<file path="src/plki_pkg.sv">
// Shared types and constants for the piecewise-linear key interpolator.
// No dependencies; every other file refers to this package by scoped names.
`default_nettype none

package plki_pkg;

	localparam int DATA_W        = 16;
	localparam int NUM_CH        = 3;
	localparam int CH_W          = $clog2(NUM_CH);
	localparam int MAX_KEYS_DEF  = 16;
	localparam int FRAC_BITS_DEF = 16;
	localparam int INDEX_W       = 4;
	localparam int KEY_COUNT_W   = 5;
	localparam logic [KEY_COUNT_W-1:0] KEY_COUNT_RST = 5'd1;

	localparam int APB_ADDR_W = 3;
	localparam int APB_DATA_W = 32;
	localparam int REG_IDX_W  = APB_ADDR_W - 2;
	localparam logic [REG_IDX_W-1:0] REG_KEY_COUNT = 1'b0;

	localparam logic ACT_WRITE  = 1'b0;
	localparam logic ACT_SAMPLE = 1'b1;

	typedef logic [DATA_W-1:0] word_t;
	typedef logic [NUM_CH-1:0][DATA_W-1:0] vals_t;

	typedef struct packed {
		word_t key;
		vals_t val;
	} entry_t;

	typedef enum logic [1:0] {
		MODE_SEARCH,
		MODE_CLAMP_FIRST,
		MODE_CLAMP_LAST,
		MODE_INTERP
	} mode_t;

	// Search packet that walks along the row of table cells
	typedef struct packed {
		logic   valid;
		mode_t  mode;
		word_t  f;
		entry_t prev;
		entry_t lo;
		entry_t hi;
	} pkt_t;

endpackage

`default_nettype wire

</file>
<file path="src/plki_div.sv">
// Restoring divider, one quotient bit per cycle, for the interval position t.
// Depends on plki_pkg.
`default_nettype none

module plki_div #(
	parameter int FRAC_BITS = plki_pkg::FRAC_BITS_DEF
) (
	input  wire                   clk,
	input  wire                   arst_n,
	input  wire                   start,
	input  plki_pkg::word_t       num,
	input  plki_pkg::word_t       den,
	output logic                  done,
	output logic [FRAC_BITS-1:0]  quot
);

	localparam int CNT_W = $clog2(FRAC_BITS + 1);

	plki_pkg::word_t             rem_q;
	plki_pkg::word_t             den_q;
	logic [FRAC_BITS-1:0]        quot_q;
	logic [CNT_W-1:0]            cnt_q;
	logic                        busy_q;
	logic                        done_q;
	logic [plki_pkg::DATA_W:0]   shifted;
	logic [plki_pkg::DATA_W:0]   trial;
	logic                        take;

	always_comb begin
		shifted = {rem_q, 1'b0};
		trial = shifted - {1'b0, den_q};
		take = shifted >= {1'b0, den_q};
	end

	always_ff @(posedge clk or negedge arst_n) begin
		if (!arst_n) begin
			busy_q <= 1'b0;
			done_q <= 1'b0;
			cnt_q <= '0;
		end else begin
			done_q <= !start && busy_q && cnt_q == CNT_W'(1);
			if (start) begin
				busy_q <= 1'b1;
				cnt_q <= CNT_W'(FRAC_BITS);
			end else if (busy_q) begin
				cnt_q <= cnt_q - 1'b1;
				if (cnt_q == CNT_W'(1)) begin
					busy_q <= 1'b0;
				end
			end
		end
	end

	// remainder stays below the divisor, so the low DATA_W bits hold it
	always_ff @(posedge clk) begin
		if (start) begin
			rem_q <= num;
			den_q <= den;
			quot_q <= '0;
		end else if (busy_q) begin
			rem_q <= take ? trial[plki_pkg::DATA_W-1:0] : shifted[plki_pkg::DATA_W-1:0];
			quot_q <= {quot_q[FRAC_BITS-2:0], take};
		end
	end

	assign done = done_q;
	assign quot = quot_q;

endmodule

`default_nettype wire

</file>
<file path="config.mk">
export PLATFORM = sky130hd
export DESIGN_NAME = plki_div
export DESIGN_NICKNAME = d
export VERILOG_FILES = /design/src/plki_pkg.sv /design/src/plki_div.sv
export SDC_FILE = /design/constraint.sdc
export NUM_CORES = 1
export LEC_CHECK = 0
export BUFFER_PORTS_ARGS = -buffer_cell sky130_fd_sc_hd__buf_2
export CORE_ASPECT_RATIO = 1.1
export CORE_MARGIN = 5
export CORE_UTILIZATION = 40
export DETAILED_ROUTE_END_ITERATION = 6
export SYNTH_ARGS = -nofsm -noshare
export SYNTH_HDL_FRONTEND = slang
export SYNTH_SLANG_ARGS = --single-unit
</file>
<file path="constraint.sdc">
create_clock -name clk -period 2.7 [get_ports clk]
set_clock_uncertainty 0.05 [all_clocks]
set_input_delay 0.27 -clock clk [delete_from_list [all_inputs] [get_ports clk]]
set_output_delay 0.27 -clock clk [all_outputs]
set_load 0.01 [all_outputs]
</file>
==> qor.yml <==
cap_violations: 0
nNetsFinal: 398
drtAntennaViolNets: 0
yosys-top-cells-area: "edfxtp_1 (32%), dfxtp_1 (11%), mux2i_1 (8.7%)"
cp-end-kind: "flip-flop"
ys_types: 45
seqCellArea_um2: 1460
cts_buffer_depth: 2
fmax_ghz: 0.390
syn_area_um2: 2990
area_delta_synth_final_pct: 15.6
p_leak_nw: 1.66
yosys_warnings: 0
dp_hpwl_um: 4360
crit_arrival_ns: 2.59
rows: 33
r2r.worst_path.cells: 8
syn_inst: 290
grt_max_degree: 30
fillers: 713
synth_top_area_share_pct: 32.1
multi_input_area_um2: 1400
grt_pass1_wl_um: 10200
cts_tree: "yes"
min_delay_worst_endpoint: "den_q[14]$_DFFE_PP_"
worstMarginPinSlew_ns: 0.517
drc_errors: 0
io_buffers: 51
diodes: 0
crit_path_max_fanout: 6
hold_viol_final: 0
finalCritPeriodShare_pct: 95.1
mostFrequentLayoutCell: "buf_2"
r2r-end: "rem_q[14]$_DFFE_PP_"
synth-async-reset-ratio_pct: 12.7
grt_pass1_vias: 2200
yosys.area.top_type: "edfxtp_1"
reg2reg_slack_ns: 0.13
overflow: 0
synth_area_per_cell_um2: 10.3
first_pass_iters: 4
synth_seq_cells: 55
worstPathRequired_ns: 2.72
crit_path_start_kind: "flip-flop"
r2r-start: "rem_q[6]$_DFFE_PP_"
ctsHtreeMaxLevel: 2
start_util_pct: 40.5
synth_edf_count: 32
antenna_found_initial: 0
min_path_type: "in2reg"
cts.sinks: 55
stdcell_count: 432
drtIter0Drc: 105
worstSetupStartpoint: "rem_q[6]$_DFFE_PP_"
vias: 2165
synth_flop_cell: "edfxtp_1"
core_area_um2: 7390
maxSlewHeadroom_pct: 65.5
cts.repair.resized: 0
die_w_um: 92.5
hold_depth: 1
grt_usage_pct: 13.4
io_pins: 52
routed_wl_um: 5870
slew_viol_final: 0
tns_ns: 0
die_h_um: 101
grt_setup_unrepaired: "false"
setup_viol: 0
min_period_ns: 2.57
place_inst: 422
peakVddDrop_v: 0.000330
cts_root_buf: "clkbuf_8"
crit_type: "reg2reg"
path_clk_slew_ns: 0.11
syn-num-nets: 344
place_congestion: 0.863
die_area_um2: 9310
viasPerCell: 5.01
ys_seq_area_share_pct: 48.7
wl_per_cell_um: 13.6
min_from: "den[14]"
drive_above_1_share_pct: 21.2
cts_buffers: 5
p_per_area_nw_per_um2: 983
final_cell_mix: "buf_2 (51), nor2_1 (32), edfxtp_1 (32)"
status: "complete, no violations"
clock_latency_ns: 0.31
## cells in the mapped netlist, types with 4 or more instances
cell and instances:
nor2_1 32, o21ai_0 8, inv_1 25, dfxtp_1 16
nand2_1 25, dfrtp_1 7, xor2_1 5, clkbuf_1 8
mux2i_1 26, edfxtp_1 32, o211ai_1 4, a21oi_1 12
ha_1 18, o21ai_1 13, xnor2_1 11
## critical path, stage by stage, from the launching register on
cell and delay, ns:
edfxtp_1 0.42, ha_1 0.40, a211o_1 0.33, or3_1 0.33, o21ai_2 0.16, o21ai_2 0.09
nor3b_1 0.15, nor4b_1 0.31, o21ai_1 0.10
## routing by layer
metal / vias up / GRT usage [%] / wire length [µm]
met1: 1001 / 17.5 / 2760
met5: - / 0 / 0
met2: 40 / 22.0 / 2750
li1: 1120 / - / -
met4: 0 / 3.43 / 59
met3: 4 / 3.73 / 300
## logic make-up (layout without fill, tap and decap cells)
kind of cell	count (synthesis)	after routing	share of synthesized area (%)
AO/OA/AOI/OAI	59	59	12.8
XOR/XNOR	16	16	4.68
adder cells (fa/ha/maj)	19	19	8.20
buffers and inverters	36	91	4.68
flip-flops	55	55	48.7
multiplexers	27	27	9.08
AND/OR/NAND/NOR	78	78	11.9
## through the flow
step	setup WS (ns)	utilization (%)	power [mW]	cell area, µm²	hold slack (ns)
floorplan	0.313	-	2.58	2990	-0.0756
global placement	0.207	45.3	2.90	3350	0.0626
detailed placement	0.157	45.3	2.92	3350	0.0622
CTS	0.140	46.7	3.42	3450	0.0630
global route	0.00969	46.8	3.70	3460	0.0593
finish	0.133	46.8	3.40	3460	0.0728
## repair_timing
item | 4_1_cts | 5_1_grt
hold buffers | 1 | 0
endpoints found under the hold margin | 7 | 0
endpoints found under the setup margin | 0 | 1
setup buffers | 0 | 1
## power by group
group	internal, mW	total, mW	leakage [nW]	switching [mW]
combinational	0.787	1.68	1.07	0.895
clock	0.192	0.490	0.0491	0.298
sequential	1.12	1.23	0.542	0.111
## registers in the layout, summed over array words and instances (netlist names)
name / flops
den_q: 16
quot: 16
rem_q: 16
cnt_q: 5
busy_q: 1
done: 1
## worst max path at each step
stage                                      to  slack, ns  cells past startpoint
after floorplan           rem_q[14]$_DFFE_PP_       0.31                      8
after global placement    rem_q[14]$_DFFE_PP_       0.21                      8
after detailed placement  rem_q[14]$_DFFE_PP_       0.16                      8
after CTS                 rem_q[14]$_DFFE_PP_       0.14                      8
after global routing       rem_q[1]$_DFFE_PP_       0.01                     10
final                     rem_q[14]$_DFFE_PP_       0.13                      8
## area by class of cell
class | count | share of cell area [%]
clock inverter | 3 | 0.759
timing repair buffer | 58 | 8.97
clock buffer | 5 | 1.99
multi-input combinational | 199 | 40.3
inverter | 25 | 2.71
sequential | 55 | 42.1
tap | 87 | 3.15
(Power assumes the default switching activity.)
