[src/plki_pkg.sv]
// Shared types and constants for the piecewise-linear key interpolator.
// No dependencies; every other file refers to this package by scoped names.
`default_nettype none

package plki_pkg;

	localparam int DATA_W        = 16;
	localparam int NUM_CH        = 3;
	localparam int CH_W          = $clog2(NUM_CH);
	localparam int MAX_KEYS_DEF  = 16;
	localparam int FRAC_BITS_DEF = 16;
	localparam int INDEX_W       = 4;
	localparam int KEY_COUNT_W   = 5;
	localparam logic [KEY_COUNT_W-1:0] KEY_COUNT_RST = 5'd1;

	localparam int APB_ADDR_W = 3;
	localparam int APB_DATA_W = 32;
	localparam int REG_IDX_W  = APB_ADDR_W - 2;
	localparam logic [REG_IDX_W-1:0] REG_KEY_COUNT = 1'b0;

	localparam logic ACT_WRITE  = 1'b0;
	localparam logic ACT_SAMPLE = 1'b1;

	typedef logic [DATA_W-1:0] word_t;
	typedef logic [NUM_CH-1:0][DATA_W-1:0] vals_t;

	typedef struct packed {
		word_t key;
		vals_t val;
	} entry_t;

	typedef enum logic [1:0] {
		MODE_SEARCH,
		MODE_CLAMP_FIRST,
		MODE_CLAMP_LAST,
		MODE_INTERP
	} mode_t;

	// Search packet that walks along the row of table cells
	typedef struct packed {
		logic   valid;
		mode_t  mode;
		word_t  f;
		entry_t prev;
		entry_t lo;
		entry_t hi;
	} pkt_t;

endpackage

`default_nettype wire

[src/plki_lerp.sv]
// Channel blend: one shared multiplier, one channel per cycle, then add or subtract.
// Depends on plki_pkg.
`default_nettype none

module plki_lerp #(
	parameter int FRAC_BITS = plki_pkg::FRAC_BITS_DEF
) (
	input  wire                  clk,
	input  wire                  arst_n,
	input  wire                  start,
	input  wire [FRAC_BITS-1:0]  t,
	input  plki_pkg::vals_t      v0,
	input  plki_pkg::vals_t      v1,
	output logic                 done,
	output plki_pkg::vals_t      res
);

	localparam int PROD_W = FRAC_BITS + plki_pkg::DATA_W;

	logic [plki_pkg::CH_W-1:0] ch_q;
	logic                      run_q;
	logic                      valid_s1;
	logic                      last_s1;
	logic                      done_q;
	logic [plki_pkg::CH_W-1:0] ch_s1;
	logic                      down_s1;
	plki_pkg::word_t           v0_s1;
	logic [PROD_W-1:0]         prod_s1;
	plki_pkg::vals_t           res_q;

	plki_pkg::word_t   a;
	plki_pkg::word_t   b;
	logic              down;
	plki_pkg::word_t   diff;
	logic [PROD_W-1:0] prod;
	plki_pkg::word_t   q;
	plki_pkg::word_t   step;

	always_comb begin
		a = v0[ch_q];
		b = v1[ch_q];
		down = b < a;
		diff = down ? a - b : b - a;
		prod = PROD_W'(t) * PROD_W'(diff);
		// falling segment rounds the step up so the result floors
		q = prod_s1[PROD_W-1:FRAC_BITS] +
			plki_pkg::DATA_W'(down_s1 && (prod_s1[FRAC_BITS-1:0] != '0));
		step = down_s1 ? v0_s1 - q : v0_s1 + q;
	end

	always_ff @(posedge clk or negedge arst_n) begin
		if (!arst_n) begin
			run_q <= 1'b0;
			ch_q <= '0;
			valid_s1 <= 1'b0;
			last_s1 <= 1'b0;
			done_q <= 1'b0;
		end else begin
			if (start) begin
				run_q <= 1'b1;
				ch_q <= '0;
			end else if (run_q) begin
				ch_q <= ch_q + 1'b1;
				if (ch_q == plki_pkg::CH_W'(plki_pkg::NUM_CH - 1)) begin
					run_q <= 1'b0;
				end
			end
			valid_s1 <= run_q;
			last_s1 <= run_q && ch_q == plki_pkg::CH_W'(plki_pkg::NUM_CH - 1);
			done_q <= valid_s1 && last_s1;
		end
	end

	always_ff @(posedge clk) begin
		ch_s1 <= ch_q;
		down_s1 <= down;
		v0_s1 <= a;
		prod_s1 <= prod;
		if (valid_s1) begin
			res_q[ch_s1] <= step;
		end
	end

	assign done = done_q;
	assign res = res_q;

endmodule

`default_nettype wire
[config.mk]
export PLATFORM = sky130hd
export DESIGN_NAME = plki_lerp
export DESIGN_NICKNAME = d
export VERILOG_FILES = /design/src/plki_pkg.sv /design/src/plki_lerp.sv
export SDC_FILE = /design/constraint.sdc
export NUM_CORES = 1
export LEC_CHECK = 0
export BUFFER_PORTS_ARGS = -buffer_cell sky130_fd_sc_hd__buf_2
export CORE_MARGIN = 1.5
export CORE_UTILIZATION = 60
export CTS_BUF_LIST = sky130_fd_sc_hd__clkbuf_4
export DETAILED_ROUTE_END_ITERATION = 10
export GPL_ROUTABILITY_DRIVEN = 1
export MAX_ROUTING_LAYER = met4
export PLACE_DENSITY = 0.92
export REMOVE_ABC_BUFFERS = 1
export SYNTH_ARGS = -nofsm -noshare
export SYNTH_HDL_FRONTEND = slang
export SYNTH_SLANG_ARGS = --single-unit
[constraint.sdc]
create_clock -name clk -period 13.2 [get_ports clk]
set_clock_uncertainty 0.2 [all_clocks]
set_input_delay 0.66 -clock clk [delete_from_list [all_inputs] [get_ports clk]]
set_output_delay 0.66 -clock clk [all_outputs]
set_load 0.005 [all_outputs]
==> key figures, run 1 <==
Run status
  – Status: complete, no violations

Synth
  – Avg Cell Area, Syn: 8.745 um^2
  – EDFF count, synth: 48
  – Main synth FF type: dfxtp_1
  – Cell area after synthesis: 16760 um^2
  – #FFs+latches synth: 105
  – Ys async rst share: 5.714%
  – Mapped Cells: 1917
  – Seq/Total Area, Yosys: 15.58%
  – Yosys Warn Count: 0
  – Synth cell types: 79

CTS
  – H-Tree Depth: 3
  – CTS root buf: clkbuf_4
  – Clock transition at path regs: 0.18 ns
  – TritonCTS clock tree: yes
  – TritonCTS Buffers: 9
  – Post-CTS sizing: 0
  – CTS max path bufs: 2
  – Skew-Pair Late Insertion Delay: 0.49 ns
  – Number of clock sinks: 105

Floorplan
  – Die width: 170.2 um
  – Die ar.: 28950 um^2
  – FP Rows: 61
  – Top-level I/O count: 164
  – Core Area: 27630 um^2
  – Die Span Y: 170.2 um
  – Starting density of the core: 60.68%

Timing
  – Final critical path time including I/O delays and setup: 11.13 ns
  – Final Hold Vio Count: 0
  – Slew of the pin with the lowest slew margin: 1.120 ns
  – Fin crit share: 84.31%
  – Setup violators final: 0
  – RSZ-0062 raised after global routing: no
  – Rel. slew slack: 25.34%
  – Fmax: 89.86 MHz
  – Max Slew Vio Count: 0
  – TNS Setup: 0 ns

Critical path
  – Slowest cell on crit path: and2_1
  – Crit Path Class: flop to flop
  – CP required: 13.39 ns
  – WP data arrival: 11.32 ns
  – Crit-path most repeated cell: fa_1
  – CP peak stage delay: 0.94 ns
  – Peak fanout along the critical path: 41
  – CP Capture Type: flop
  – Worst setup SP type: flop

Min path
  – Hold crit path type: primary input to flop

GRT
  – Vias in the first global route: 14275
  – Initial antenna violation count: 0
  – Largest net degree at the start of global routing: 44
  – Overall Global Routing Usage: 30.94%
  – First-pass GRT wire length: 69010 um
  – Total global routing overflow: 0

Placed design
  – Global placement routability congestion: 0.9670
  – Hpwl dp: 33770 um
  – I/O Buffers: 163

Layout
  – # diodes: 0
  – Nets: 2469
  – Highest-count cells in the layout ignoring fill and taps: 284 x inv_1, 207 x nand2_1, 197 x fa_1, 163 x buf_2, 154 x ha_1
  – Multi-input gate area: 12610 um^2
  – Fill cells: 2146
  – Sequential Area: 2614 um^2
  – Commonest non-fill, non-tap cell in the layout: inv_1
  – Layout cells sized above 1: 11.55%
  – Area Growth Syn to Fin: 6.963%

Routing
  – Vias per cell: 5.878
  – Iter 0 DRT Violations: 1184
  – Avg WL per Cell: 18.01 um
  – DR vias: 14025
  – Drt first pass iters: 8
  – DR DRC count: 0
  – WL final: 42970 um
  – Final antenna-violating net count: 0

Run
  – Max-cap viol count: 0
-- registers in the layout (all words and copies together) (netlist names) --
register,flops
ch_q,2
ch_s1,2
done,1
down_s1,1
last_s1,1
prod_s1,32
res,48
run_q,1
v0_s1,16
valid_s1,1
-- critical path: cells and delay by family (launching register included) --
| family | cells | cell delay [ns] |
|---|---|---|
| compound gates | 9 | 2.39 |
| fa+ha+maj | 8 | 3.64 |
| buf+inv | 7 | 1.42 |
| flops | 1 | 0.75 |
| mux | 1 | 0.18 |
| simple gates | 8 | 2.38 |
-- final timing paths --
check                        start           to  slack, ns  cells after the start
max                        ch_q[1]  prod_s1[28]       2.07                     33
max in group asynchronous   arst_n        run_q      12.33                      2
min reg2reg                last_s1         done       0.29                      1
max reg2reg                ch_q[1]  prod_s1[28]       2.07                     33
min                          start      ch_q[0]       0.14                      2
min in group asynchronous   arst_n     valid_s1       0.30                      2
-- cell type report --
class / instances / area share (%)
repair buffers: 187 / 5.568
inverters: 286 / 5.987
clock inverters: 7 / 0.5163
clock buffers: 9 / 0.3768
well taps: 378 / 2.637
flip-flops and latches: 105 / 14.58
multi-input cells: 1414 / 70.34
-- per-layer routing --
metal  wire length, um  GRT usage, %
met5                 0             -
met4              1828         14.70
met3              3291         2.674
met2             21260         53.37
met1             16590         36.66
-- cell usage after synthesis (21+ instances only) --
library cell | number | area share, %
a21o_1 | 40 | 1.8
a21oi_1 | 80 | 2.4
and2_1 | 69 | 2.6
buf_2 | 21 | 0.63
clkbuf_1 | 81 | 1.8
dfxtp_1 | 51 | 6.1
edfxtp_1 | 48 | 8.6
fa_1 | 197 | 24
ha_1 | 154 | 11
inv_1 | 284 | 6.4
mux2_1 | 31 | 2.1
mux2i_1 | 81 | 4.8
nand2_1 | 207 | 4.6
nand2b_1 | 75 | 2.8
nand3_1 | 32 | 0.96
nor2_1 | 92 | 2.1
nor2b_1 | 36 | 1.3
o21ai_0 | 37 | 1.1
xnor2_1 | 52 | 2.7
-- logic make-up (layout without fill, tap and decap cells) --
group / after synthesis / in the layout / synth area share (%)
AOI/OAI and AO/OA: 273 / 273 / 11.28
xor gates and xnor gates: 72 / 72 / 3.762
adders and majority gates: 351 / 351 / 35.02
buffers and inverters: 398 / 489 / 9.344
DFF: 105 / 105 / 15.58
muxes: 112 / 112 / 6.918
and+or+nand+nor: 606 / 606 / 18.10
-- through the flow --
| step | std cells | area (um^2) | hold WS (ns) | utilization (%) | setup slack, ns |
|---|---|---|---|---|---|
| 6_report | 2386 | 17930 | 0.1401 | 64.90 | 2.071 |
| 2_1_floorplan | 1805 | 16270 | 0.1644 | - | 0.4004 |
| 5_1_grt | 2386 | 17930 | 0.1328 | 64.90 | 1.437 |
| 3_3_place_gp | 2369 | 17760 | 0.2385 | 64.29 | 2.577 |
| 4_1_cts | 2386 | 17930 | 0.1346 | 64.90 | 2.206 |
| 3_5_place_dp | 2369 | 17760 | 0.2527 | 64.29 | 2.248 |
-- repair_timing --
item,4_1_cts,5_1_grt
hold buffers,1,0
hold endpoints to repair,6,0
buffers inserted,0,0
Power of run 1 is left out: the tool's default activity adds up to more than one toggle a clock period on the data nets, which glitch-free logic cannot reach.
==> inputs of run 2 (changes only) <==
==> constraint.sdc (replaced) <==
create_clock -name clk -period 11.2 [get_ports clk]
set_clock_uncertainty 0.2 [all_clocks]
set_input_delay 0.56 -clock clk [delete_from_list [all_inputs] [get_ports clk]]
set_output_delay 0.56 -clock clk [all_outputs]
set_load 0.005 [all_outputs]
==> run 2 against run 1 <==
  * Maximum frequency increased by 5.0%
  * Critical path depth decreased by 2
  * Clock-buffer cell count unchanged
  * Non-clock buffer count increased by 7
  * Die area unchanged
  * Sequential share of layout area about the same
  * Setup slack got worse by 1.5 ns
  * Highest routed layer unchanged
==> key figures, run 2 (synthesized netlist as in run 1, its figures left out) <==
Floorplan
  – Core Area: 27630 um^2
  – Starting density of the core: 60.68%
  – Die Span Y: 170.2 um
  – FP Rows: 61
  – Top-level I/O count: 164
  – Die ar.: 28950 um^2
  – Die width: 170.2 um

Routing
  – Drt first pass iters: 8
  – Iter 0 DRT Violations: 1306
  – DR vias: 13943
  – Final antenna-violating net count: 0
  – DR DRC count: 0
  – Vias per cell: 5.822
  – WL final: 43550 um
  – Avg WL per Cell: 18.18 um

Layout
  – Number of flip-flops under the largest register name: 48
  – Layout cells sized above 1: 11.86%
  – Commonest non-fill, non-tap cell in the layout: inv_1
  – Highest-count cells in the layout ignoring fill and taps: 284 x inv_1, 207 x nand2_1, 197 x fa_1, 163 x buf_2, 154 x ha_1
  – Area Growth Syn to Fin: 7.329%
  – Nets: 2477

Critical path
  – CP peak stage delay: 0.86 ns
  – Peak fanout along the critical path: 28
  – Worst setup SP type: flop
  – WP data arrival: 10.78 ns
  – CP Capture Type: flop
  – Crit Path Class: flop to flop
  – Slowest cell on crit path: dfrtp_2
  – CP required: 11.39 ns
  – Crit-path most repeated cell: fa_1

GRT
  – Overall Global Routing Usage: 31.57%
  – First-pass GRT wire length: 70010 um
  – Total global routing overflow: 0
  – Vias in the first global route: 14050
  – Largest net degree at the start of global routing: 42
  – Initial antenna violation count: 1

Placed design
  – Pre-CTS setup slack: 0.5425 ns
  – Global placement routability congestion: 0.9182
  – Hpwl dp: 34270 um
  – I/O Buffers: 163

Run status
  – Status: complete, no violations

CTS
  – TritonCTS clock tree: yes
  – CTS max path bufs: 2
  – CTS root buf: clkbuf_4
  – Clock transition at path regs: 0.17 ns
  – Number of clock sinks: 105
  – Post-CTS sizing: 0
  – H-Tree Depth: 3
  – TritonCTS Buffers: 9
  – Skew-Pair Late Insertion Delay: 0.49 ns
  – Post-CTS setup buffer count: 0

Run
  – Max-cap viol count: 0

Timing
  – Final critical path time including I/O delays and setup: 10.59 ns
  – Final WS setup: 0.6057 ns
  – Slew of the pin with the lowest slew margin: 1.263 ns
  – Rel. slew slack: 15.16%
  – Final Hold Vio Count: 0
  – Max Slew Vio Count: 0
  – Fmax: 94.39 MHz
  – RSZ-0062 raised after global routing: no
  – TNS Setup: 0 ns
  – Setup violators final: 0
  – Fin crit share: 94.59%

Min path
  – Hold crit path type: primary input to flop
run 2: routing by layer:
| layer | vias up | share of wire [%] | track usage, % |
|---|---|---|---|
| li1 | 6453 | - | - |
| met1 | 6753 | 40 | 37.85 |
| met2 | 635 | 50 | 55.11 |
| met3 | 102 | 6.9 | 3.116 |
| met4 | 0 | 3.0 | 11.77 |
| met5 | - | 0 | - |
run 2: repair_timing:
item                                    4_1_cts  5_1_grt
hold endpoints to repair                      6        0
hold buffers                                  1        0
endpoints found under the setup margin        0        4
run 2: final cells by class:
| type | count | area (um^2) |
|---|---|---|
| tap | 378 | 473.0 |
| antenna | 1 | 2.502 |
| inverter | 286 | 1074 |
| clock buffer | 9 | 67.56 |
| fill | 2172 | 9635 |
| clock inverter | 7 | 92.59 |
| timing repair buffer | 194 | 1051 |
| sequential | 105 | 2614 |
| multi-input combinational | 1415 | 12620 |
run 2: worst paths after layout:
path | cells after the start | slack [ns] | endpoint | from
setup / recovery | 31 | 0.61 | prod_s1[28] | ch_q[0]
hold reg to reg | 0 | 0.31 | valid_s1 | run_q
hold / removal | 2 | 0.05 | ch_q[0] | start
min in group asynchronous | 2 | 0.21 | valid_s1 | arst_n
setup reg to reg | 31 | 0.61 | prod_s1[28] | ch_q[0]
max in group asynchronous | 2 | 10.39 | ch_q[0] | arst_n
run 2: critical path, delay by kind of cell (launching register included):
kind	cells	cell delay [ns]
AO/OA/AOI/OAI	12	3.68
adder cells (fa/ha/maj)	8	3.86
multiplexers	1	0.49
flip-flops	1	0.86
buffers and inverters	6	0.76
AND/OR/NAND/NOR	4	0.63
run 2: per-stage QoR:
stage / hold WS (ns) / cells / utilization (%) / area [um^2]
finish: 0.04557 / 2395 / 65.13 / 17990
global route: 0.02970 / 2395 / 65.13 / 17990
CTS: 0.03462 / 2393 / 65.07 / 17980
detailed placement: 0.2059 / 2376 / 64.45 / 17810
floorplan: 0.06441 / 1805 / - / 16270
global placement: 0.1967 / 2376 / 64.45 / 17810
Power of run 2 is left out for the same reason.
